[src/hw/rtl/drive_mode_velocity_shaper_defines.svh]
// Assertion macros shared by the velocity shaper RTL.
// No dependencies; modules using these must have clk and rst_n in scope.
`ifndef DRIVE_MODE_VELOCITY_SHAPER_DEFINES_SVH
`define DRIVE_MODE_VELOCITY_SHAPER_DEFINES_SVH

// same-cycle implication, disabled in reset
`define DMVS_ASSERT_IMP(label, ante, cons) \
    label: assert property (@(posedge clk) disable iff (!rst_n) (ante) |-> (cons)) \
        else $error("dmvs: same-cycle check failed");

// next-cycle implication, disabled in reset
`define DMVS_ASSERT_NXT(label, ante, cons) \
    label: assert property (@(posedge clk) disable iff (!rst_n) (ante) |=> (cons)) \
        else $error("dmvs: next-cycle check failed");

`endif

[src/hw/rtl/dmvs_pkg.sv]
// Shared widths, register codes and pipeline side-band types for the shaper.
// No dependencies.
package dmvs_pkg;

    localparam int DATA_W = 32;
    localparam int MODE_W = 2;
    localparam int CTR_W  = 19;
    localparam int RAD_W  = 18;
    localparam int IDX_W  = 2;
    localparam int CFG_W  = 19;
    localparam int PROD_W = DATA_W + RAD_W;
    localparam int FRAC_W = 16;

    // quotient bits resolved per divider stage
    localparam int DIV_STEP_DEF = 4;

    localparam logic [MODE_W-1:0] MODE_OMNI    = 2'd0;
    localparam logic [MODE_W-1:0] MODE_ACK     = 2'd1;
    localparam logic [MODE_W-1:0] MODE_DIFF    = 2'd2;
    localparam logic [MODE_W-1:0] MODE_INVALID = 2'd3;

    localparam logic [IDX_W-1:0] REG_DRIVE_MODE = 2'd0;
    localparam logic [IDX_W-1:0] REG_CENTER_X   = 2'd1;
    localparam logic [IDX_W-1:0] REG_MIN_RADIUS = 2'd2;

    localparam logic signed [CTR_W-1:0] CENTER_LIMIT = 19'sd131072;
    localparam logic [RAD_W-1:0]        RADIUS_RESET = 18'd26214;

    typedef struct packed {
        logic [MODE_W-1:0]       mode;
        logic signed [CTR_W-1:0] center;
        logic [RAD_W-1:0]        radius;
    } dmvs_cfg_t;

    // command fields and flags that ride along the pipeline
    typedef struct packed {
        logic [DATA_W-1:0] fwd;
        logic [DATA_W-1:0] lat;
        logic [DATA_W-1:0] yaw;
        logic              omni;
        logic              yaw_zero;
        logic              clip;
    } dmvs_side_t;

    typedef struct packed {
        logic [RAD_W-1:0]  rem;
        logic [DATA_W-1:0] dvd;
        logic [DATA_W-1:0] quo;
    } dmvs_div_t;

    typedef struct packed {
        logic [DATA_W-1:0] fwd;
        logic [DATA_W-1:0] lat;
        logic [DATA_W-1:0] yaw;
    } dmvs_res_t;

endpackage

[src/hw/rtl/dmvs_front.sv]
// Front stages: input register, |vel_fwd| and min_radius*|yaw| product,
// radius test and divider seed. Depends on dmvs_pkg and the defines header.
`include "drive_mode_velocity_shaper_defines.svh"
module dmvs_front
    import dmvs_pkg::*;
(
    input  logic              clk,
    input  logic              rst_n,
    input  logic              en,
    input  logic              in_valid,
    input  logic [DATA_W-1:0] in_fwd,
    input  logic [DATA_W-1:0] in_lat,
    input  logic [DATA_W-1:0] in_yaw,
    input  dmvs_cfg_t         cfg_in,
    output logic              out_valid,
    output dmvs_side_t        out_side,
    output dmvs_div_t         out_div
);

    // stage 0: input capture
    logic              v0_reg;
    logic [DATA_W-1:0] fwd0_reg, lat0_reg, yaw0_reg;

    // stage 1: magnitudes and product
    logic              v1_reg;
    dmvs_side_t        side1_reg, side1_next;
    logic              ack1_reg, ack1_next;
    logic [DATA_W-1:0] afwd1_reg, afwd1_next;
    logic [PROD_W-1:0] prod1_reg, prod1_next;
    logic [DATA_W-1:0] ayaw1;

    // stage 2: compare and divider seed
    logic              v2_reg;
    dmvs_side_t        side2_reg, side2_next;
    dmvs_div_t         div2_reg, div2_next;
    logic              clip2;

    always_comb
    begin
        afwd1_next = fwd0_reg[DATA_W-1] ? (DATA_W'(0) - fwd0_reg) : fwd0_reg;
        ayaw1      = yaw0_reg[DATA_W-1] ? (DATA_W'(0) - yaw0_reg) : yaw0_reg;
        prod1_next = PROD_W'(ayaw1) * PROD_W'(cfg_in.radius);

        side1_next.fwd      = fwd0_reg;
        side1_next.lat      = lat0_reg;
        side1_next.yaw      = yaw0_reg;
        side1_next.omni     = (cfg_in.mode == MODE_OMNI);
        side1_next.yaw_zero = (yaw0_reg == '0);
        side1_next.clip     = 1'b0;
        ack1_next = (cfg_in.mode == MODE_ACK) && (cfg_in.radius != '0);
    end

    always_comb
    begin
        // |fwd|*2^16 below radius*|yaw|: the quotient fits in 31 bits
        clip2 = ack1_reg && !side1_reg.yaw_zero
             && ({2'b00, afwd1_reg, 16'h0000} < prod1_reg);
        side2_next      = side1_reg;
        side2_next.clip = clip2;
        // dividend is |fwd|<<16; top 16 bits seed the remainder
        div2_next.rem = clip2 ? RAD_W'(afwd1_reg[DATA_W-1:FRAC_W]) : '0;
        div2_next.dvd = {afwd1_reg[FRAC_W-1:0], 16'h0000};
        div2_next.quo = '0;
    end

    always_ff @(posedge clk or negedge rst_n)
    begin
        if (!rst_n)
        begin
            v0_reg <= 1'b0;
            v1_reg <= 1'b0;
            v2_reg <= 1'b0;
        end
        else if (en)
        begin
            v0_reg <= in_valid;
            v1_reg <= v0_reg;
            v2_reg <= v1_reg;
        end
    end

    always_ff @(posedge clk)
    begin
        if (en)
        begin
            fwd0_reg  <= in_fwd;
            lat0_reg  <= in_lat;
            yaw0_reg  <= in_yaw;
            side1_reg <= side1_next;
            ack1_reg  <= ack1_next;
            afwd1_reg <= afwd1_next;
            prod1_reg <= prod1_next;
            side2_reg <= side2_next;
            div2_reg  <= div2_next;
        end
    end

    assign out_valid = v2_reg;
    assign out_side  = side2_reg;
    assign out_div   = div2_reg;

    `DMVS_ASSERT_IMP(a_clip_not_omni, v2_reg && side2_reg.clip, !side2_reg.omni)
    `DMVS_ASSERT_IMP(a_seed_below_radius, v2_reg && side2_reg.clip,
                     div2_reg.rem < cfg_in.radius)
    `DMVS_ASSERT_IMP(a_zero_yaw_no_clip, v2_reg && side2_reg.yaw_zero, !side2_reg.clip)

endmodule

[config.mk]
export PLATFORM = sky130hd
export DESIGN_NAME = dmvs_front
export DESIGN_NICKNAME = d
export VERILOG_FILES = /design/src/hw/rtl/dmvs_pkg.sv /design/src/hw/rtl/dmvs_front.sv
export VERILOG_INCLUDE_DIRS = /design/src /design/src/hw/rtl
export SDC_FILE = /design/constraint.sdc
export NUM_CORES = 2
export LEC_CHECK = 0
export CORE_MARGIN = 5
export CORE_UTILIZATION = 58
export DETAILED_ROUTE_END_ITERATION = 12
export DONT_BUFFER_PORTS = 1
export HOLD_SLACK_MARGIN = 0.03
export PLACE_DENSITY = 0.85
export SLEW_MARGIN = 20
export SYNTH_ARGS = -nofsm -noshare
export SYNTH_HDL_FRONTEND = slang
export SYNTH_SLANG_ARGS = --single-unit
export TNS_END_PERCENT = 1
[constraint.sdc]
create_clock -name clk -period 9.6 [get_ports clk]
set_input_delay 1.92 -clock clk [delete_from_list [all_inputs] [get_ports clk]]
set_output_delay 1.92 -clock clk [all_outputs]
set_load 0.01 [all_outputs]
==> summary.txt <==
Cells and area
  – Area occupied by registers: 12300 um^2
  – Final instance area: 35600 um^2
  – Nets@finish: 3706
  – Synthesis-to-layout area growth: 6.58%
  – Flip-flop count of the largest register after layout: 99
  – Fill cells: 4232
  – Layout cells sized above 1: 0.0449
  – Layout Cells excl Fill: 3729
  – Multi-input logic area: 18500 um^2

Die
  – Die width: 250 um
  – Die Height: 250 um
  – I/O pin total: 321
  – Initial Util: 0.582
  – # rows: 88
  – Full die area: 62500 um^2
  – Core area: 57400 um^2

Logic synthesis
  – Post-synthesis simple-gate area fraction: 0.121
  – Synth Area in Adders: 0.347
  – Synth Area in Compound Gates: 0.0473
  – Post-synthesis xor/xnor area fraction: 0.0252
  – EDFF count, synth: 406
  – Largest family of logic cells by synthesized area: adder cells
  – Yosys reg bits: 409
  – Synthesized area: 33400 um^2
  – Mux share of post-synthesis cell area: 0.00135
  – Sequential fraction of the synthesis area: 0.367
  – Synth Flop Type: edfxtp_1
  – Synth Instances: 2971
  – Ys async rst share: 0.00733
  – Post-synthesis area per instance: 11.2 um^2
  – Yosys warning count: 0
  – Yosys cell types: 68

STA
  – Setup TNS: 0 ps
  – RSZ-0062 raised after global routing: false
  – Worst Max-Slew Pin Slew: 1150 ps
  – Max Slew Vio Count: 0
  – Slew HR: 0.232
  – Final min period: 8620 ps
  – Setup Viol. Count Final: 0
  – F_max: 0.116 GHz
  – Final-report hold violation count: 0
  – Clock Skews: 25.3 ps
  – Final Cycle Share: 0.898
  – Worst hold slack: 417 ps

Setup path
  – Slowest CP cell: or4_4
  – Critical Path Most Common Cell: fa_1
  – CP max stage delay: 570 ps
  – Crit path max fanout: 10
  – Crit path arrival time: 8930 ps
  – CP Data Required Time: 9910 ps
  – FF-to-FF path depth: 26
  – Critical path start-end classification: register to register
  – Startpoint types: register
  – CP Capture Type: register

Clock tree
  – Post-CTS setup buffer count: 0
  – H-tree level count: 2
  – CTS tree: yes
  – CTS resizes: 0
  – Root Driver: clkbuf_16
  – # hold bufs at CTS: 0
  – CTS Buf Count: 44
  – Clk slew on worst S/H paths: 60 ps
  – Clk buf depth: 3
  – Clk_lat worst skew: 600 ps
  – Clock Sinks: 409

Place
  – DP Area: 34000 um^2
  – Placed instance count: 3648
  – Routability Congestion: 0.915
  – Buffers on Ports: 0
  – DPL Wire Length: 53200 um

Global routing
  – Vias in the first global route: 22200
  – Total track usage: 0.243
  – Initial antenna violation count: 1
  – GRT overflow: 0
  – Pin count of the biggest net entering global routing: 410
  – Global-route wire length before repair: 120000 um

Min path
  – HP Class: register to register
  – WHS Path Cells: 0

Routing
  – Routed Antenna Nets: 0
  – Per-cell routed wire length: 20.4 um
  – Vias per inst: 5.69
  – Pre-Repair DR Iteration Count: 5
  – Post-route DRC: 0
  – Initial DRC count: 1662
  – Total number of vias: 21200
  – Total wire length: 76100 um

Run status
  – Status: completed

Flow run
  – Max Cap Viol: 0
==> final cells by class <==
type / instances / area share
Antenna cell: 1 / 0.0000703
Tap cell: 765 / 0.0269
Sequential cell: 409 / 0.345
Clock inverter: 33 / 0.0108
Timing Repair Buffer: 25 / 0.00527
Inverter: 591 / 0.0623
Clock buffer: 47 / 0.0312
Multi-Input combinational cell: 1858 / 0.519
==> placed cells by master, fill, tap and decap left out, drive strengths merged, types with 7 or more instances in the layout <==
cell type	count
clkbuf	47
nand4	11
o31ai	12
buf	25
edfxtp	406
o211ai	8
and3	11
nand2b	8
inv	598
xor2	24
clkinv	19
nor2	45
a211oi	7
nor4	16
nand2	428
fa	480
nand3	19
o41ai	10
and2	225
conb	50
nor3	32
or4	13
ha	158
o21ai	47
a21oi	64
xnor2	72
a21o	40
==> worst paths after layout <==
kind / from / end / slack (ps)
min in group asynchronous: rst_n / out_valid / 1010
setup / recovery: yaw0_reg[1] / prod1_reg[42] / 980
max in group asynchronous: rst_n / v0_reg / 8520
hold reg to reg: side1_reg[40] / out_side[40] / 420
hold / removal: side1_reg[40] / out_side[40] / 420
setup reg to reg: yaw0_reg[1] / prod1_reg[42] / 980
==> per-layer routing <==
| metal | up-vias | share of wire | global-route usage |
|---|---|---|---|
| met4 | 0 | 0.033 | 0.0699 |
| met3 | 237 | 0.13 | 0.0912 |
| met2 | 1338 | 0.46 | 0.388 |
| met5 | - | 0 | 0 |
| met1 | 10500 | 0.37 | 0.317 |
| li1 | 9181 | - | - |
==> cell usage after synthesis, types with 5 or more instances <==
master | number | area share
nor3_1 | 32 | 0.0048
nand4_1 | 11 | 0.0021
a21o_1 | 40 | 0.0090
or4_1 | 9 | 0.0020
o21a_1 | 6 | 0.0013
nand2b_1 | 7 | 0.0013
buf_2 | 5 | 0.00075
a31oi_1 | 6 | 0.0011
xnor2_1 | 72 | 0.019
nor2_1 | 45 | 0.0051
o21ai_0 | 44 | 0.0066
inv_1 | 591 | 0.066
o31ai_1 | 11 | 0.0025
fa_1 | 480 | 0.29
ha_1 | 158 | 0.059
and3_1 | 11 | 0.0021
nor4_1 | 15 | 0.0028
a21oi_1 | 64 | 0.0096
xor2_1 | 24 | 0.0063
nor2b_1 | 6 | 0.0011
and2_1 | 225 | 0.042
o211ai_1 | 8 | 0.0018
clkbuf_1 | 105 | 0.012
buf_4 | 51 | 0.011
or3_1 | 5 | 0.00094
o21bai_1 | 6 | 0.0013
a211oi_1 | 7 | 0.0016
o41ai_1 | 9 | 0.0024
edfxtp_1 | 406 | 0.37
nand3_1 | 19 | 0.0028
a31o_2 | 6 | 0.0016
nand2_1 | 428 | 0.048
==> per-stage QoR <==
step,util,setup slack (ps)
floorplan,-,1330
global placement,0.593,1130
detailed placement,0.593,959
CTS,0.619,948
global route,0.621,575
finish,0.621,980
==> worst max-delay path: cells and delay by family (launching register included) <==
family / cells / cell delay (ps)
AND/OR/NAND/NOR: 3 / 1250
flip-flops: 1 / 420
adder cells (fa/ha/maj): 8 / 3590
XOR/XNOR: 1 / 330
buffers and inverters: 6 / 620
AO/OA/AOI/OAI: 8 / 2150
==> kinds of logic after synthesis <==
family / after synthesis
AND/OR/NAND/NOR: 832
adder cells (fa/ha/maj): 638
multiplexers: 4
other: 1
XOR/XNOR: 96
flip-flops: 409
buffers and inverters: 753
AO/OA/AOI/OAI: 238
Power is not shown: default switching activity piles up to over one toggle a cycle in this logic, so the estimate is an artifact.
