[config.mk]
export PLATFORM = sky130hd
export DESIGN_NAME = dmvs_back
export DESIGN_NICKNAME = d
export VERILOG_FILES = /design/src/hw/rtl/dmvs_pkg.sv /design/src/hw/rtl/dmvs_back.sv
export VERILOG_INCLUDE_DIRS = /design/src /design/src/hw/rtl
export SDC_FILE = /design/constraint.sdc
export NUM_CORES = 2
export LEC_CHECK = 0
export ABC_CLOCK_PERIOD_IN_PS = 7000
export BUFFER_PORTS_ARGS = -buffer_cell sky130_fd_sc_hd__buf_2
export CAP_MARGIN = 10
export CORE_MARGIN = 5
export CORE_UTILIZATION = 60
export CTS_BUF_LIST = sky130_fd_sc_hd__clkbuf_4 sky130_fd_sc_hd__clkbuf_8 sky130_fd_sc_hd__clkbuf_16
export CTS_CLUSTER_SIZE = 30
export DETAILED_ROUTE_END_ITERATION = 6
export PLACE_DENSITY = 0.88
export RECOVER_POWER = 100
export SETUP_SLACK_MARGIN = 0.02
export SYNTH_ARGS = -nofsm -noshare
export SYNTH_HDL_FRONTEND = slang
export SYNTH_SLANG_ARGS = --single-unit
[constraint.sdc]
create_clock -name clk -period 7 [get_ports clk]
set_input_delay 0.7 -clock clk [delete_from_list [all_inputs] [get_ports clk]]
set_output_delay 0.7 -clock clk [all_outputs]
set_load 0.01 [all_outputs]
[src/hw/rtl/drive_mode_velocity_shaper_defines.svh]
// Assertion macros shared by the velocity shaper RTL.
// No dependencies; modules using these must have clk and rst_n in scope.
`ifndef DRIVE_MODE_VELOCITY_SHAPER_DEFINES_SVH
`define DRIVE_MODE_VELOCITY_SHAPER_DEFINES_SVH

// same-cycle implication, disabled in reset
`define DMVS_ASSERT_IMP(label, ante, cons) \
    label: assert property (@(posedge clk) disable iff (!rst_n) (ante) |-> (cons)) \
        else $error("dmvs: same-cycle check failed");

// next-cycle implication, disabled in reset
`define DMVS_ASSERT_NXT(label, ante, cons) \
    label: assert property (@(posedge clk) disable iff (!rst_n) (ante) |=> (cons)) \
        else $error("dmvs: next-cycle check failed");

`endif

[src/hw/rtl/dmvs_pkg.sv]
// Shared widths, register codes and pipeline side-band types for the shaper.
// No dependencies.
package dmvs_pkg;

    localparam int DATA_W = 32;
    localparam int MODE_W = 2;
    localparam int CTR_W  = 19;
    localparam int RAD_W  = 18;
    localparam int IDX_W  = 2;
    localparam int CFG_W  = 19;
    localparam int PROD_W = DATA_W + RAD_W;
    localparam int FRAC_W = 16;

    // quotient bits resolved per divider stage
    localparam int DIV_STEP_DEF = 4;

    localparam logic [MODE_W-1:0] MODE_OMNI    = 2'd0;
    localparam logic [MODE_W-1:0] MODE_ACK     = 2'd1;
    localparam logic [MODE_W-1:0] MODE_DIFF    = 2'd2;
    localparam logic [MODE_W-1:0] MODE_INVALID = 2'd3;

    localparam logic [IDX_W-1:0] REG_DRIVE_MODE = 2'd0;
    localparam logic [IDX_W-1:0] REG_CENTER_X   = 2'd1;
    localparam logic [IDX_W-1:0] REG_MIN_RADIUS = 2'd2;

    localparam logic signed [CTR_W-1:0] CENTER_LIMIT = 19'sd131072;
    localparam logic [RAD_W-1:0]        RADIUS_RESET = 18'd26214;

    typedef struct packed {
        logic [MODE_W-1:0]       mode;
        logic signed [CTR_W-1:0] center;
        logic [RAD_W-1:0]        radius;
    } dmvs_cfg_t;

    // command fields and flags that ride along the pipeline
    typedef struct packed {
        logic [DATA_W-1:0] fwd;
        logic [DATA_W-1:0] lat;
        logic [DATA_W-1:0] yaw;
        logic              omni;
        logic              yaw_zero;
        logic              clip;
    } dmvs_side_t;

    typedef struct packed {
        logic [RAD_W-1:0]  rem;
        logic [DATA_W-1:0] dvd;
        logic [DATA_W-1:0] quo;
    } dmvs_div_t;

    typedef struct packed {
        logic [DATA_W-1:0] fwd;
        logic [DATA_W-1:0] lat;
        logic [DATA_W-1:0] yaw;
    } dmvs_res_t;

endpackage

[src/hw/rtl/dmvs_back.sv]
// Back stages: clipped yaw select, yaw*center product, lateral saturation
// and the output register. Depends on dmvs_pkg and the defines header.
`include "drive_mode_velocity_shaper_defines.svh"
module dmvs_back
    import dmvs_pkg::*;
(
    input  logic              clk,
    input  logic              rst_n,
    input  logic              en,
    input  logic signed [CTR_W-1:0] center,
    input  logic              in_valid,
    input  dmvs_side_t        in_side,
    input  logic [DATA_W-1:0] in_quo,
    output logic              out_valid,
    output dmvs_res_t         out_res
);

    localparam logic [PROD_W-FRAC_W-1:0] POS_MAX = (PROD_W-FRAC_W)'(32'h7FFF_FFFF);
    localparam logic [PROD_W-FRAC_W-1:0] NEG_MAX = (PROD_W-FRAC_W)'(32'h8000_0000);

    // stage A: shaped yaw and its magnitude
    logic              va_reg;
    dmvs_side_t        sa_reg, sa_next;
    logic [DATA_W-1:0] maga_reg, maga_next;

    // stage B: lateral product
    logic              vb_reg;
    dmvs_side_t        sb_reg;
    logic              negb_reg, negb_next;
    logic [PROD_W-1:0] prodb_reg, prodb_next;
    logic [RAD_W-1:0]  actr;

    // stage C: output register
    logic              vo_reg;
    dmvs_res_t         res_reg, res_next;
    logic [PROD_W-FRAC_W-1:0] lat_mag;
    logic [DATA_W-1:0] lat_sat;

    always_comb
    begin
        sa_next = in_side;
        if (in_side.clip)
        begin
            sa_next.yaw = in_side.yaw[DATA_W-1] ? (DATA_W'(0) - in_quo) : in_quo;
            maga_next   = in_quo;
        end
        else
        begin
            maga_next = in_side.yaw[DATA_W-1] ? (DATA_W'(0) - in_side.yaw) : in_side.yaw;
        end
    end

    always_comb
    begin
        actr       = center[CTR_W-1] ? RAD_W'(-center) : RAD_W'(center);
        prodb_next = PROD_W'(maga_reg) * PROD_W'(actr);
        // product is negated unless exactly one factor is negative
        negb_next  = (sa_reg.yaw[DATA_W-1] == center[CTR_W-1]);
    end

    always_comb
    begin
        lat_mag = prodb_reg[PROD_W-1:FRAC_W];
        if (negb_reg)
        begin
            lat_sat = (lat_mag > NEG_MAX) ? 32'h8000_0000
                                          : (DATA_W'(0) - lat_mag[DATA_W-1:0]);
        end
        else
        begin
            lat_sat = (lat_mag > POS_MAX) ? 32'h7FFF_FFFF : lat_mag[DATA_W-1:0];
        end
        res_next.fwd = sb_reg.fwd;
        res_next.yaw = sb_reg.yaw;
        if (sb_reg.omni)
        begin
            res_next.lat = sb_reg.lat;
        end
        else if (sb_reg.yaw_zero)
        begin
            res_next.lat = '0;
        end
        else
        begin
            res_next.lat = lat_sat;
        end
    end

    always_ff @(posedge clk or negedge rst_n)
    begin
        if (!rst_n)
        begin
            va_reg <= 1'b0;
            vb_reg <= 1'b0;
            vo_reg <= 1'b0;
        end
        else if (en)
        begin
            va_reg <= in_valid;
            vb_reg <= va_reg;
            vo_reg <= vb_reg;
        end
    end

    always_ff @(posedge clk)
    begin
        if (en)
        begin
            sa_reg    <= sa_next;
            maga_reg  <= maga_next;
            sb_reg    <= sa_reg;
            negb_reg  <= negb_next;
            prodb_reg <= prodb_next;
            res_reg   <= res_next;
        end
    end

    assign out_valid = vo_reg;
    assign out_res   = res_reg;

    `DMVS_ASSERT_IMP(a_zero_yaw_product, vb_reg && sb_reg.yaw_zero, prodb_reg == '0)
    `DMVS_ASSERT_IMP(a_clip_shrinks, va_reg && sa_reg.clip,
                     maga_reg[DATA_W-1] == 1'b0)
    `DMVS_ASSERT_IMP(a_stage_c_zero, vb_reg && en && !sb_reg.omni && sb_reg.yaw_zero,
                     res_next.lat == '0 && res_next.yaw == '0)

endmodule

==> summary.md <==
| Metric | Value |
|---|---|
| Outcome | complete, but fails checks |
| Violated checks | design-rule violations, max-capacitance violations, max-slew violations, negative setup slack |
| Count of synthesis-stage warnings from yosys | 0 |
| Cell variety after synth | 70 |
| Critical Path End | prodb_reg[46] |
| Crit path max-delay cell type | fa_1 |
| Flip-flop and latch count after synthesis | ~360 |
| Pin slew with the least headroom to its limit | 5568 ps |
| Nets in the synthesized netlist | 3848 |
| Share of synthesized area occupied by flip-flops and latches | 0.3365 |
| RSZ-0062 raised after global routing | true |
| Capture instance of the worst register-to-register path | prodb_reg[48] |
| Vias in the first global route | 25480 |
| Clock tree from TritonCTS | built |
| Peak per-stage delay on the critical path | roughly 570 ps |
| GRT Overall Usage | 0.2830 |
| Share of final-layout standard cells stronger than drive strength 1 | 0.1772 |
| Critical Setup Path Class | input pin to flop |
| Post-route clock skew | about 41 ps |
| Antenna violations before repair | 6 |
| Total CTS buffers | 36 |
| Largest net degree at the start of global routing | 174 |
| Worst slew slack as a fraction of its limit | -2.712 |
| Critical Path Start | center[2] |
| TritonCTS Sinks | 361 |
| Average footprint of a synthesized cell | 10.41 µm² |
| Post-synthesis cell count | around 3100 |
| Final hold vios | 0 |
| Area taken by multi-input logic gates | 0.01945 mm² |
| Port buffer count | 250 |
| Required @ worst endpoint | between 7000 and 8000 ps |
| Placer congestion estimate | 0.9483 |
| Final core utilization | 0.7213 |
| Effective utilization at floorplan | 0.6086 |
| Via count of the routed design | between 20000 and 25000 |
| Placed Instance Area | 0.03623 mm² |
| Horizontal die dimension | 241.6 µm |
| Cell family with the largest share of critical-path delay | adder cells |
| Die footprint | 0.05835 mm² |
| Levels on crit path | 29 |
| Detailed placement HPWL | around 63000 µm |
| Area of the placeable core | 0.05287 mm² |
| Kind of end point of the critical path | flop |
| Chip Height | 241.6 µm |
| First drt pass iteration count | 7 |
| Per-cell via count in the routed design | 5.741 |
| Area taken by flip-flops and latches | between 0.01 and 0.015 mm² |
| # setup viols final | 30 |
| Largest register FFs | between 90 and 100 |
| Final setup TNS | -9557 ps |
| Kind of launch point of the worst setup path | input pin |
| Number of H-tree levels | 2 |
| Fraction of synthesis flops using an asynchronous set or reset pin | 0.008310 |
| DRC violation count after routing | 3 |
| Cell depth of the worst flop-to-flop path | 20 |
| Clock insertion delay at the later pin of the skew report | about 570 ps |
| Max-slew violations | 491 |
| Count of antenna-violating nets left after detailed routing | 0 |
| Min Hold Slack | 319.8 ps |
| Wirelength per Cell | 20.19 µm |
| Wire length of the first global-routing pass | roughly 130000 µm |
| Predominant post-synthesis flop cell | edfxtp_1 |
| P&R area growth vs syn | 18.52% |
| Cell Rows | 84 |
| Maximum buffer depth of the clock tree | 3 |
| Worst EP arrival | 7740 ps |
| Num ports | roughly 250 |
| Register-to-register setup slack | around 400 ps |
| Fill count | 3338 |
| Routed wire length | roughly 85000 µm |
| Crit path time final | 7457 ps |
| Clock-pin transition on the worst setup and hold timing paths | 70 ps |
| Bufs and invs on worst path | 8 |
| Nets | ~4200 |
| Share of the cycle needed by the critical path after routing | 1.065 |
| Mapped Area | 0.03217 mm² |
| Root Driver | clkbuf_16 |
| Total congestion overflow | 0 |
| EDFF count, synth | around 360 |
| Achievable clock frequency | around 130 MHz |
| Starting DRC count in detailed routing | ~2600 |
| Final critical-path setup slack | -456.6 ps |
| Max Fanout on Critical Path | 8 |
| Type of the worst min-delay path | input pin to flop |
| Maximum Capacitance Violations | 4 |
| Summed area of non-filler cells in the final layout | roughly 0.038 mm² |
| Beginning of the worst register-to-register path | maga_reg[13] |
==> cell usage after synthesis (4+ instances only) <==
master	instances	area, µm²
a211oi_1	5	37.54
a21o_1	18	135.1
a21oi_1	96	480.5
a22o_1	8	70.07
a31oi_1	15	93.84
and2_1	160	1001
and3_1	9	56.30
buf_1	23	86.33
clkbuf_1	120	450.4
edfxtp_1	358	10750
fa_1	478	9569
ha_1	125	1564
inv_1	592	2222
mux2_2	4	45.04
nand2_1	548	2057
nand2b_1	11	68.82
nand3_1	19	95.09
nand3b_1	4	30.03
nand4_1	9	56.30
nor2_1	84	315.3
nor2b_1	10	62.56
nor3_1	23	115.1
nor3b_1	4	30.03
nor4_1	8	50.05
o211ai_1	5	37.54
o21ai_0	88	440.4
o21ai_1	31	155.2
o22ai_1	8	50.05
o31a_1	5	43.79
o31ai_1	18	135.1
o41ai_1	10	87.58
or3_1	10	62.56
or4_1	13	97.59
or4_4	5	56.30
xnor2_1	40	350.3
xor2_1	70	613.1
==> worst register-to-register path: cells and delay by family, from the launching register on <==
| family | cells | cell delay [ps] |
|---|---|---|
| fa+ha+maj | 7 | 3580 |
| buf+inv | 4 | 420 |
| flops | 1 | 940 |
| xor+xnor | 1 | 130 |
| compound gates | 5 | 830 |
| simple gates | 3 | 460 |
==> layout make-up <==
cell class | count | area share
clock buffer | 39 | 0.02422
inverter | 592 | 0.05834
clock inverter | 26 | 0.01011
timing repair buffer | 510 | 0.09066
multi-input combinational | 1988 | 0.5100
tap | 688 | 0.02257
antenna | 4 | 0.0002625
sequential | 361 | 0.2839
==> cell usage in the layout, fill, tap and decap left out, drive strengths merged, types with 4 or more instances in the layout <==
cell type / count
a211oi: 6
a21o: 18
a21oi: 96
a22o: 8
a31oi: 15
and2: 160
and3: 9
buf: 393
bufinv: 9
clkbuf: 155
clkinv: 15
diode: 4
edfxtp: 358
fa: 478
ha: 125
inv: 593
mux2: 4
nand2: 548
nand2b: 11
nand3: 19
nand3b: 5
nand4: 9
nor2: 85
nor2b: 10
nor3: 23
nor3b: 4
nor4: 9
o211ai: 5
o21ai: 119
o22ai: 8
o31a: 5
o31ai: 20
o41ai: 11
or3: 12
or4: 18
xnor2: 40
xor2: 70
==> worst min-delay path by stage <==
stage	start	to	slack, ps	cells after the start
floorplan	rst_n	out_valid	400	0
global placement	sa_reg[75]	res_next[72]	400	0
detailed placement	res_next[64]	out_res[64]	400	0
CTS	in_side[95]	sa_reg[95]	290	1
global route	in_side[98]	sa_reg[98]	300	1
finish	in_side[98]	sa_reg[98]	320	1
==> kinds of logic (layout without fill, tap and decap cells) <==
logic type / Yosys count / after routing / share of synthesized area
AO/OA/AOI/OAI: 338 / 338 / 0.06432
other: 0 / 4 / 0
multiplexers: 6 / 6 / 0.002022
adder cells (fa/ha/maj): 603 / 603 / 0.3460
XOR/XNOR: 110 / 110 / 0.02994
AND/OR/NAND/NOR: 931 / 931 / 0.1338
buffers and inverters: 742 / 1167 / 0.08742
flip-flops: 361 / 361 / 0.3365
==> timing repair <==
action,4_1_cts,5_1_grt
hold buffers,1,0
setup endpoints to repair,31,33
pin swaps,8,37
hold endpoints to repair,3,0
gates resized for setup,45,107
setup buffers,5,15
cloned,0,1
==> metrics by stage <==
step           cells  setup slack, ps
6_report        4208           -456.6
5_1_grt         4208           -636.9
4_1_cts         4192           -326.1
3_5_place_dp    4121            -1253
3_3_place_gp    4121           -984.8
2_1_floorplan   3091           -408.0
==> metal layers <==
layer,GRT usage,vias up,part of all wire
li1,-,10530,-
met1,0.3615,11680,0.36
met2,0.4647,1590,0.48
met3,0.08484,355,0.12
met4,0.1032,4,0.045
met5,0,-,0.00032
Power is left out: the tool's default activity adds up to more than one toggle a clock period on the data nets, which glitch-free logic cannot reach.
