`config.mk`:
```
export PLATFORM = sky130hd
export DESIGN_NAME = dmvs_div_stage
export DESIGN_NICKNAME = d
export VERILOG_FILES = /design/src/hw/rtl/dmvs_pkg.sv /design/src/hw/rtl/dmvs_div_stage.sv
export VERILOG_INCLUDE_DIRS = /design/src /design/src/hw/rtl
export SDC_FILE = /design/constraint.sdc
export NUM_CORES = 1
export LEC_CHECK = 0
export BUFFER_PORTS_ARGS = -buffer_cell sky130_fd_sc_hd__buf_2
export CELL_PAD_IN_SITES_DETAIL_PLACEMENT = 1
export CELL_PAD_IN_SITES_GLOBAL_PLACEMENT = 2
export CORE_MARGIN = 2
export CORE_UTILIZATION = 33
export DETAILED_ROUTE_END_ITERATION = 8
export PLACE_DENSITY_LB_ADDON = 0.1
export SYNTH_ARGS = -nofsm -noshare
export SYNTH_HDL_FRONTEND = slang
export SYNTH_SLANG_ARGS = --single-unit
```
`constraint.sdc`:
```
create_clock -name clk -period 2 [get_ports clk]
set_clock_uncertainty 0.1 [all_clocks]
set_input_delay 0.1 -clock clk [delete_from_list [all_inputs] [get_ports clk]]
set_output_delay 0.1 -clock clk [all_outputs]
set_load 0.02 [all_outputs]
```
`src/hw/rtl/drive_mode_velocity_shaper_defines.svh`:
```
// Assertion macros shared by the velocity shaper RTL.
// No dependencies; modules using these must have clk and rst_n in scope.
`ifndef DRIVE_MODE_VELOCITY_SHAPER_DEFINES_SVH
`define DRIVE_MODE_VELOCITY_SHAPER_DEFINES_SVH

// same-cycle implication, disabled in reset
`define DMVS_ASSERT_IMP(label, ante, cons) \
    label: assert property (@(posedge clk) disable iff (!rst_n) (ante) |-> (cons)) \
        else $error("dmvs: same-cycle check failed");

// next-cycle implication, disabled in reset
`define DMVS_ASSERT_NXT(label, ante, cons) \
    label: assert property (@(posedge clk) disable iff (!rst_n) (ante) |=> (cons)) \
        else $error("dmvs: next-cycle check failed");

`endif

```
`src/hw/rtl/dmvs_pkg.sv`:
```
// Shared widths, register codes and pipeline side-band types for the shaper.
// No dependencies.
package dmvs_pkg;

    localparam int DATA_W = 32;
    localparam int MODE_W = 2;
    localparam int CTR_W  = 19;
    localparam int RAD_W  = 18;
    localparam int IDX_W  = 2;
    localparam int CFG_W  = 19;
    localparam int PROD_W = DATA_W + RAD_W;
    localparam int FRAC_W = 16;

    // quotient bits resolved per divider stage
    localparam int DIV_STEP_DEF = 4;

    localparam logic [MODE_W-1:0] MODE_OMNI    = 2'd0;
    localparam logic [MODE_W-1:0] MODE_ACK     = 2'd1;
    localparam logic [MODE_W-1:0] MODE_DIFF    = 2'd2;
    localparam logic [MODE_W-1:0] MODE_INVALID = 2'd3;

    localparam logic [IDX_W-1:0] REG_DRIVE_MODE = 2'd0;
    localparam logic [IDX_W-1:0] REG_CENTER_X   = 2'd1;
    localparam logic [IDX_W-1:0] REG_MIN_RADIUS = 2'd2;

    localparam logic signed [CTR_W-1:0] CENTER_LIMIT = 19'sd131072;
    localparam logic [RAD_W-1:0]        RADIUS_RESET = 18'd26214;

    typedef struct packed {
        logic [MODE_W-1:0]       mode;
        logic signed [CTR_W-1:0] center;
        logic [RAD_W-1:0]        radius;
    } dmvs_cfg_t;

    // command fields and flags that ride along the pipeline
    typedef struct packed {
        logic [DATA_W-1:0] fwd;
        logic [DATA_W-1:0] lat;
        logic [DATA_W-1:0] yaw;
        logic              omni;
        logic              yaw_zero;
        logic              clip;
    } dmvs_side_t;

    typedef struct packed {
        logic [RAD_W-1:0]  rem;
        logic [DATA_W-1:0] dvd;
        logic [DATA_W-1:0] quo;
    } dmvs_div_t;

    typedef struct packed {
        logic [DATA_W-1:0] fwd;
        logic [DATA_W-1:0] lat;
        logic [DATA_W-1:0] yaw;
    } dmvs_res_t;

endpackage

```
`src/hw/rtl/dmvs_div_stage.sv`:
```
// One registered restoring-divider stage, DIV_STEP quotient bits per cycle while en is high.
// Depends on dmvs_pkg and the defines header.
`include "drive_mode_velocity_shaper_defines.svh"
module dmvs_div_stage
    import dmvs_pkg::*;
#(
    parameter int DIV_STEP = DIV_STEP_DEF
)
(
    input  logic             clk,
    input  logic             rst_n,
    input  logic             en,
    input  logic [RAD_W-1:0] radius,
    input  logic             in_valid,
    input  dmvs_side_t       in_side,
    input  dmvs_div_t        in_div,
    output logic             out_valid,
    output dmvs_side_t       out_side,
    output dmvs_div_t        out_div
);

    logic       v_reg;
    dmvs_side_t side_reg;
    dmvs_div_t  div_reg, div_next;

    always_comb
    begin
        logic [RAD_W:0] trial;
        div_next = in_div;
        for (int i = 0; i < DIV_STEP; i++)
        begin
            trial = {div_next.rem, div_next.dvd[DATA_W-1]};
            div_next.dvd = {div_next.dvd[DATA_W-2:0], 1'b0};
            if (trial >= {1'b0, radius})
            begin
                trial        = trial - {1'b0, radius};
                div_next.quo = {div_next.quo[DATA_W-2:0], 1'b1};
            end
            else
            begin
                div_next.quo = {div_next.quo[DATA_W-2:0], 1'b0};
            end
            div_next.rem = trial[RAD_W-1:0];
        end
    end

    always_ff @(posedge clk or negedge rst_n)
    begin
        if (!rst_n)
        begin
            v_reg <= 1'b0;
        end
        else if (en)
        begin
            v_reg <= in_valid;
        end
    end

    always_ff @(posedge clk)
    begin
        if (en)
        begin
            side_reg <= in_side;
            div_reg  <= div_next;
        end
    end

    assign out_valid = v_reg;
    assign out_side  = side_reg;
    assign out_div   = div_reg;

    `DMVS_ASSERT_IMP(a_rem_bound, v_reg && side_reg.clip, div_reg.rem < radius)
    `DMVS_ASSERT_IMP(a_quo_room, in_valid && in_side.clip, in_div.quo[DATA_W-1] == 1'b0)

endmodule

```
==> results.sh, run 1 <==
export IMPL_initialDrtViolationCount=472
export IMPL_netlist_cell_type_count=71
export IMPL_slew_viol_final=0
export IMPL_clk_latency_ps=440
export IMPL_routed_wl_mm=44.3
export IMPL_post_synth_top_count_cell="edfxtp_1"
export IMPL_ys_seq_elements=178
export IMPL_p_clk_share_pct=12.2
export IMPL_synth_area_top_cells="edfxtp_1, ha_1, mux2_2"
export IMPL_coreArea_sq_mm=0.0294
export IMPL_fillers=3177
export IMPL_vias=10207
export IMPL_portBuffers=376
export IMPL_status="finished with violations"
export IMPL_seqPwrFrac_pct=18.0
export IMPL_wl_per_cell_um=21.2
export IMPL_synth_largest_area_cell="edfxtp_1"
export IMPL_slew_headroom_pct=67.4
export IMPL_hold_viol=0
export IMPL_min_period_ps=8200
export IMPL_power_share_combinational_pct=69.8
export IMPL_finalCritPeriodShare_pct=410
export IMPL_crit_path_start_kind="input pin"
export IMPL_fin_util_pct=61.7
export IMPL_cts_tree="built"
export IMPL_path_class="in -> reg"
export IMPL_die_w_um=176
export IMPL_cpMostUsedCell="buf_4"
export IMPL_setup_viol=21
export IMPL_place_gp_congestion=0.835
export IMPL_post_route_drc_count=0
export IMPL_die_area_sq_mm=0.0311
export IMPL_ios=385
export IMPL_ys_dominant_reg_cell="edfxtp_1"
export IMPL_syn_avg_cell_area_sq_um=12.4
export IMPL_crit_path_max_fanout=6
export IMPL_first_pass_iters=5
export IMPL_ir_drop_v=0.00118
export IMPL_fmax_ghz=0.122
export IMPL_cts_buffers=17
export IMPL_crit_arrival_ps=8270
export IMPL_preCtsSetupSlack_ps=-7180
export IMPL_violations="setup timing"
export IMPL_place_area_sq_mm=0.0146
export IMPL_critical_path_max_stage_delay_ps=420
export IMPL_fin_nets=1970
export IMPL_tightest_slew_ps=483
export IMPL_num_antenna_cells=0
export IMPL_hp_class="in -> reg"
export IMPL_ant_nets=0
export IMPL_p_per_area_mw_per_mm2=1590
export IMPL_whs_path_depth=6
export IMPL_fin_area_sq_mm=0.0181
export IMPL_power_leakage_nw=8.21
export IMPL_path_clk_slew_ps=80
export IMPL_first_global_vias=11084
export IMPL_fp_row_count=63
export IMPL_postSynth_asyncResetShare_pct=0.562
export IMPL_initial_core_util_pct=33.3
export IMPL_switching_share_pct=39.8
export IMPL_hpwlAfterDp_mm=31.4
export IMPL_clock_sinks=178
export IMPL_cap_violations=0
export IMPL_critPathCaptureType="register"
export IMPL_antenna_found_initial=0
export IMPL_cts_buffer_depth=2
export IMPL_grt_pass1_wl_mm=64.9
export IMPL_grt_ovfl_total=0
export IMPL_fin_tns_setup_ps=-121580
export IMPL_syn_area_sq_mm=0.00979
export IMPL_reg2regPathDepth=1
export IMPL_cp_slowest_cell="or3b_4"
export IMPL_die_y_um=176
export IMPL_cts_root_buf="clkbuf_16"
export IMPL_p_sw_w=0.0115
export IMPL_track_usage_pct=27.8
export IMPL_grt_setup_unrepaired="yes"
export IMPL_setup_ws_ps=-6200
export IMPL_synthToLayoutAreaGrowth_pct=85.3
export IMPL_yosysWarningCount=0
export IMPL_required_ps=2070
export IMPL_power_internal_w=0.0174
export IMPL_yosysSeqAreaShare_pct=54.6
export IMPL_cts_htree_levels=4
export IMPL_synth_top_area_share_pct=54.3
export IMPL_via_per_inst=4.87
export IMPL_synth_edf_count=177
export IMPL_grt_max_degree=45
export IMPL_syn_inst=787
export IMPL_synthTopCellsByCount="edfxtp_1, ha_1, a21oi_1"
export IMPL_drive_gt1_share_pct=55.5
export IMPL_hold_ws_ps=167
sequential cells by signal (all words and copies together) (netlist names):
register,flops
out_side,99
out_div,78
out_valid,1
layer usage:
layer  wire [um]  vias to the layer above  GRT usage [%]  share of wire (%)
li1            -                     4809              -                  -
met1       17400                     5020           31.7                 39
met2       22900                      297           50.9                 52
met3        2090                       81           5.00                4.7
met4        1910                        0           11.7                4.3
met5           0                        -              0                  0
metrics by stage:
stage	std cells	power (W)
global placement	1841	0.0206
floorplan	790	0.0141
CTS	2079	0.0266
global route	2094	0.0306
finish	2094	0.0288
detailed placement	1841	0.0211
power by group through the flow:
stage	Clock, W	Sequential [W]	Combinational, W
global placement	0	0.00522	0.0154
global route	0.00372	0.00523	0.0216
finish	0.00353	0.00519	0.0201
detailed placement	0	0.00524	0.0159
CTS	0.00355	0.00516	0.0179
floorplan	0	0.00586	0.00821
placed cells by master, fill, tap and decap left out, drive strengths merged, types with 3 or more instances in the layout:
cell type / count
mux2: 31
nor2b: 11
xor2: 21
o21ai: 56
o211ai: 6
clkbuf: 17
nand2: 44
a21oi: 50
a21o: 19
or3: 7
a31o: 3
o31ai: 5
a31oi: 6
or2: 3
nor3: 9
xnor2: 33
fa: 4
or4: 3
nand2b: 12
buf: 734
nor2: 31
o21a: 10
o31a: 5
o21bai: 8
ha: 72
a22oi: 13
a211oi: 14
and3: 9
inv: 59
nand4: 6
nand3: 13
mux2i: 8
dlygate4sd3: 160
a21boi: 5
clkinv: 5
conb: 4
edfxtp: 177
path summary, 6_finish.rpt:
path / from / to / slack (ps)
setup / recovery: in_div[63] / out_div[78] / -6200
max in group asynchronous: rst_n / out_valid / 1310
hold reg to reg: out_valid / out_valid / 440
setup reg to reg: out_valid / out_valid / 1140
hold / removal: in_div[81] / out_div[3] / 170
min in group asynchronous: rst_n / out_valid / 390
critical path: cells and delay by family:
family          cells  cell delay [ps]
compound gates     22             3790
xor+xnor            1              190
mux                 1              270
buf+inv            11             1430
simple gates        7             1130
fa+ha+maj           5             1360
cell type report:
cell class                 count  area, sq um  share of cell area [%]
timing repair buffer         895         6410                    35.4
sequential                   178         5340                    29.4
multi-input combinational    549         5050                    27.9
tap                          390          488                    2.69
clock buffer                  17          425                    2.35
inverter                      50          218                    1.20
clock inverter                15          198                    1.09
logic make-up after synthesis:
family	share of synthesized area, %
muxes	4.42
other	0.0383
DFF	54.6
xor gates and xnor gates	4.83
buffers and inverters	2.81
and+or+nand+nor	8.04
AOI/OAI and AO/OA	15.3
adders and majority gates	10.0
what timing repair did:
action,4_1_cts,5_1_grt
hold buffers,160,0
setup endpoints to repair,21,21
pin swaps,39,45
resized for setup,106,85
setup buffers,43,17
gates cloned,3,0
hold endpoints to repair,178,0
Note: power is estimated with default switching activity, not from simulation.
==> run 2: changes to the inputs <==
--- a/config.mk
+++ b/config.mk
@@ -12,6 +12,7 @@
 export CORE_MARGIN = 2
 export CORE_UTILIZATION = 33
 export DETAILED_ROUTE_END_ITERATION = 8
+export GPL_TIMING_DRIVEN = 0
 export PLACE_DENSITY_LB_ADDON = 0.1
 export SYNTH_ARGS = -nofsm -noshare
 export SYNTH_HDL_FRONTEND = slang
==> constraint.sdc (replaced) <==
create_clock -name clk -period 2 [get_ports clk]
set_clock_uncertainty 0.1 [all_clocks]
set_input_delay 0.1 -clock clk [delete_from_list [all_inputs] [get_ports clk]]
set_output_delay 0.1 -clock clk [all_outputs]
set_load 0.005 [all_outputs]
==> run 2 against run 1 <==
Compared with the run above: largest cell class is now sequential cells; register-to-register slack gained 20 ps; design area fell by 12%; non-clock buffer count decreased by 266; power shrank 20%; the flow still finishes with violations (setup timing).
==> results.sh, run 2 (synthesis results as in run 1) <==
export IMPL_status="finished with violations"
export IMPL_violations="setup timing"
export IMPL_die_w_um=176
export IMPL_path_class="in -> reg"
export IMPL_cts_tree="built"
export IMPL_initial_core_util_pct=33.3
export IMPL_grt_pass1_wl_mm=57.3
export IMPL_endpoint="out_div[77]"
export IMPL_first_global_vias=9439
export IMPL_crit_path_max_fanout=8
export IMPL_p_per_area_mw_per_mm2=1440
export IMPL_fin_util_pct=54.4
export IMPL_die_y_um=176
export IMPL_die_area_sq_mm=0.0311
export IMPL_via_per_inst=4.87
export IMPL_post_route_drc_count=0
export IMPL_antenna_found_initial=0
export IMPL_reg2regPathDepth=1
export IMPL_cts_htree_levels=4
export IMPL_hold_viol=0
export IMPL_slew_headroom_pct=60.0
export IMPL_clock_sinks=178
export IMPL_critical_path_max_stage_delay_ps=570
export IMPL_vias=8914
export IMPL_place_area_sq_mm=0.0124
export IMPL_hpwlAfterDp_mm=27.8
export IMPL_track_usage_pct=24.7
export IMPL_coreArea_sq_mm=0.0294
export IMPL_cts_buffers=17
export IMPL_r2r_end="out_valid"
export IMPL_ios=385
export IMPL_fin_nets=1704
export IMPL_worst_r2r_setup_slack_ps=1160
export IMPL_portBuffers=376
export IMPL_synthToLayoutAreaGrowth_pct=63.4
export IMPL_fp_row_count=63
export IMPL_routed_wl_mm=39.1
export IMPL_setup_viol=21
export IMPL_grt_setup_unrepaired="yes"
export IMPL_first_pass_iters=4
export IMPL_final_cell_mix="buf_2, edfxtp_1, dlygate4sd3_1"
export IMPL_cts_buffer_depth=2
export IMPL_critPathCaptureType="register"
export IMPL_path_clk_slew_ps=80
export IMPL_grt_ovfl_total=0
export IMPL_min_period_ps=8700
export IMPL_required_ps=2070
export IMPL_min_from="en"
export IMPL_slew_viol_final=0
export IMPL_setup_ws_ps=-6700
export IMPL_critPathLaunch="radius[1]"
export IMPL_finalCritPeriodShare_pct=435
export IMPL_cp_slowest_cell="or4_4"
export IMPL_cpMostUsedCell="nand2_2"
export IMPL_initialDrtViolationCount=449
export IMPL_rr_startpoint="out_valid"
export IMPL_place_gp_congestion=0.841
export IMPL_final_common_cell="buf_2"
export IMPL_clk_latency_ps=430
export IMPL_ant_nets=0
export IMPL_wl_per_cell_um=21.4
export IMPL_crit_arrival_ps=8780
export IMPL_cap_violations=0
export IMPL_cts_root_buf="clkbuf_16"
export IMPL_fmax_ghz=0.115
export IMPL_crit_path_start_kind="input pin"
export IMPL_largest_reg_flops=99
export IMPL_drive_gt1_share_pct=46.2
export IMPL_fin_area_sq_mm=0.0160
export IMPL_grt_max_degree=112
export IMPL_power_leakage_nw=6.81
export IMPL_ir_drop_v=0.000812
export IMPL_hp_class="in -> reg"
export IMPL_tightest_slew_ps=601
run 2: layout make-up:
type / instances / area, sq um
Fill cell: 3147 / 13400
Sequential cell: 178 / 5340
Multi-Input combinational cell: 549 / 4970
Timing Repair Buffer: 616 / 4180
Tap cell: 390 / 488
Clock buffer: 17 / 425
Inverter: 50 / 229
Clock inverter: 15 / 214
Buffer: 13 / 154
Antenna cell: 1 / 2.50
run 2: report_power, final:
part / internal [W] / switching (W) / total [W] / leakage (nW)
registers: 0.00501 / 0.000131 / 0.00514 / 1.74
clock network: 0.00193 / 0.00164 / 0.00357 / 0.308
logic: 0.00694 / 0.00734 / 0.0143 / 4.76
run 2: per-layer routing:
metal | up-vias | global-route usage (%) | routed length (um)
met5 | - | 0 | 0
met4 | 0 | 6.75 | 800
met3 | 37 | 4.65 | 1800
met2 | 240 | 45.7 | 20800
met1 | 4356 | 29.0 | 15700
li1 | 4281 | - | -
run 2: worst max-delay path, delay by kind of cell:
family / cells / cell delay (ps)
multiplexers: 1 / 280
AO/OA/AOI/OAI: 19 / 3310
adder cells (fa/ha/maj): 4 / 1100
XOR/XNOR: 1 / 150
buffers and inverters: 8 / 1280
AND/OR/NAND/NOR: 14 / 2500
run 2: stage by stage:
stage          cells  TNS (ps)  hold slack, ps  power, W  setup WS [ps]
2_1_floorplan    790   -133370            -296    0.0135          -6730
3_3_place_gp    1556   -468540            -225    0.0165          -8950
3_5_place_dp    1557   -181320            -225    0.0166          -9120
4_1_cts         1811   -132670            30.0    0.0224          -6740
5_1_grt         1828   -141370            44.1    0.0246          -7170
6_report        1829   -132030            44.9    0.0230          -6700
run 2: repair_timing:
| action | 4_1_cts | 5_1_grt |
|---|---|---|
| setup endpoints to repair | 22 | 21 |
| pin swaps | 41 | 36 |
| hold buffers | 159 | 0 |
| gates cloned | 1 | 0 |
| hold endpoints to repair | 158 | 0 |
| buffers inserted | 62 | 18 |
| gates resized for setup | 106 | 39 |
run 2: worst min path at each step:
stage	slack, ps	to	cells past startpoint
final	40	out_side[22]	1
after global routing	40	out_side[22]	1
after CTS	30	out_div[19]	1
after detailed placement	-220	out_valid	1
after global placement	-220	out_valid	1
after floorplan	-300	out_valid	0
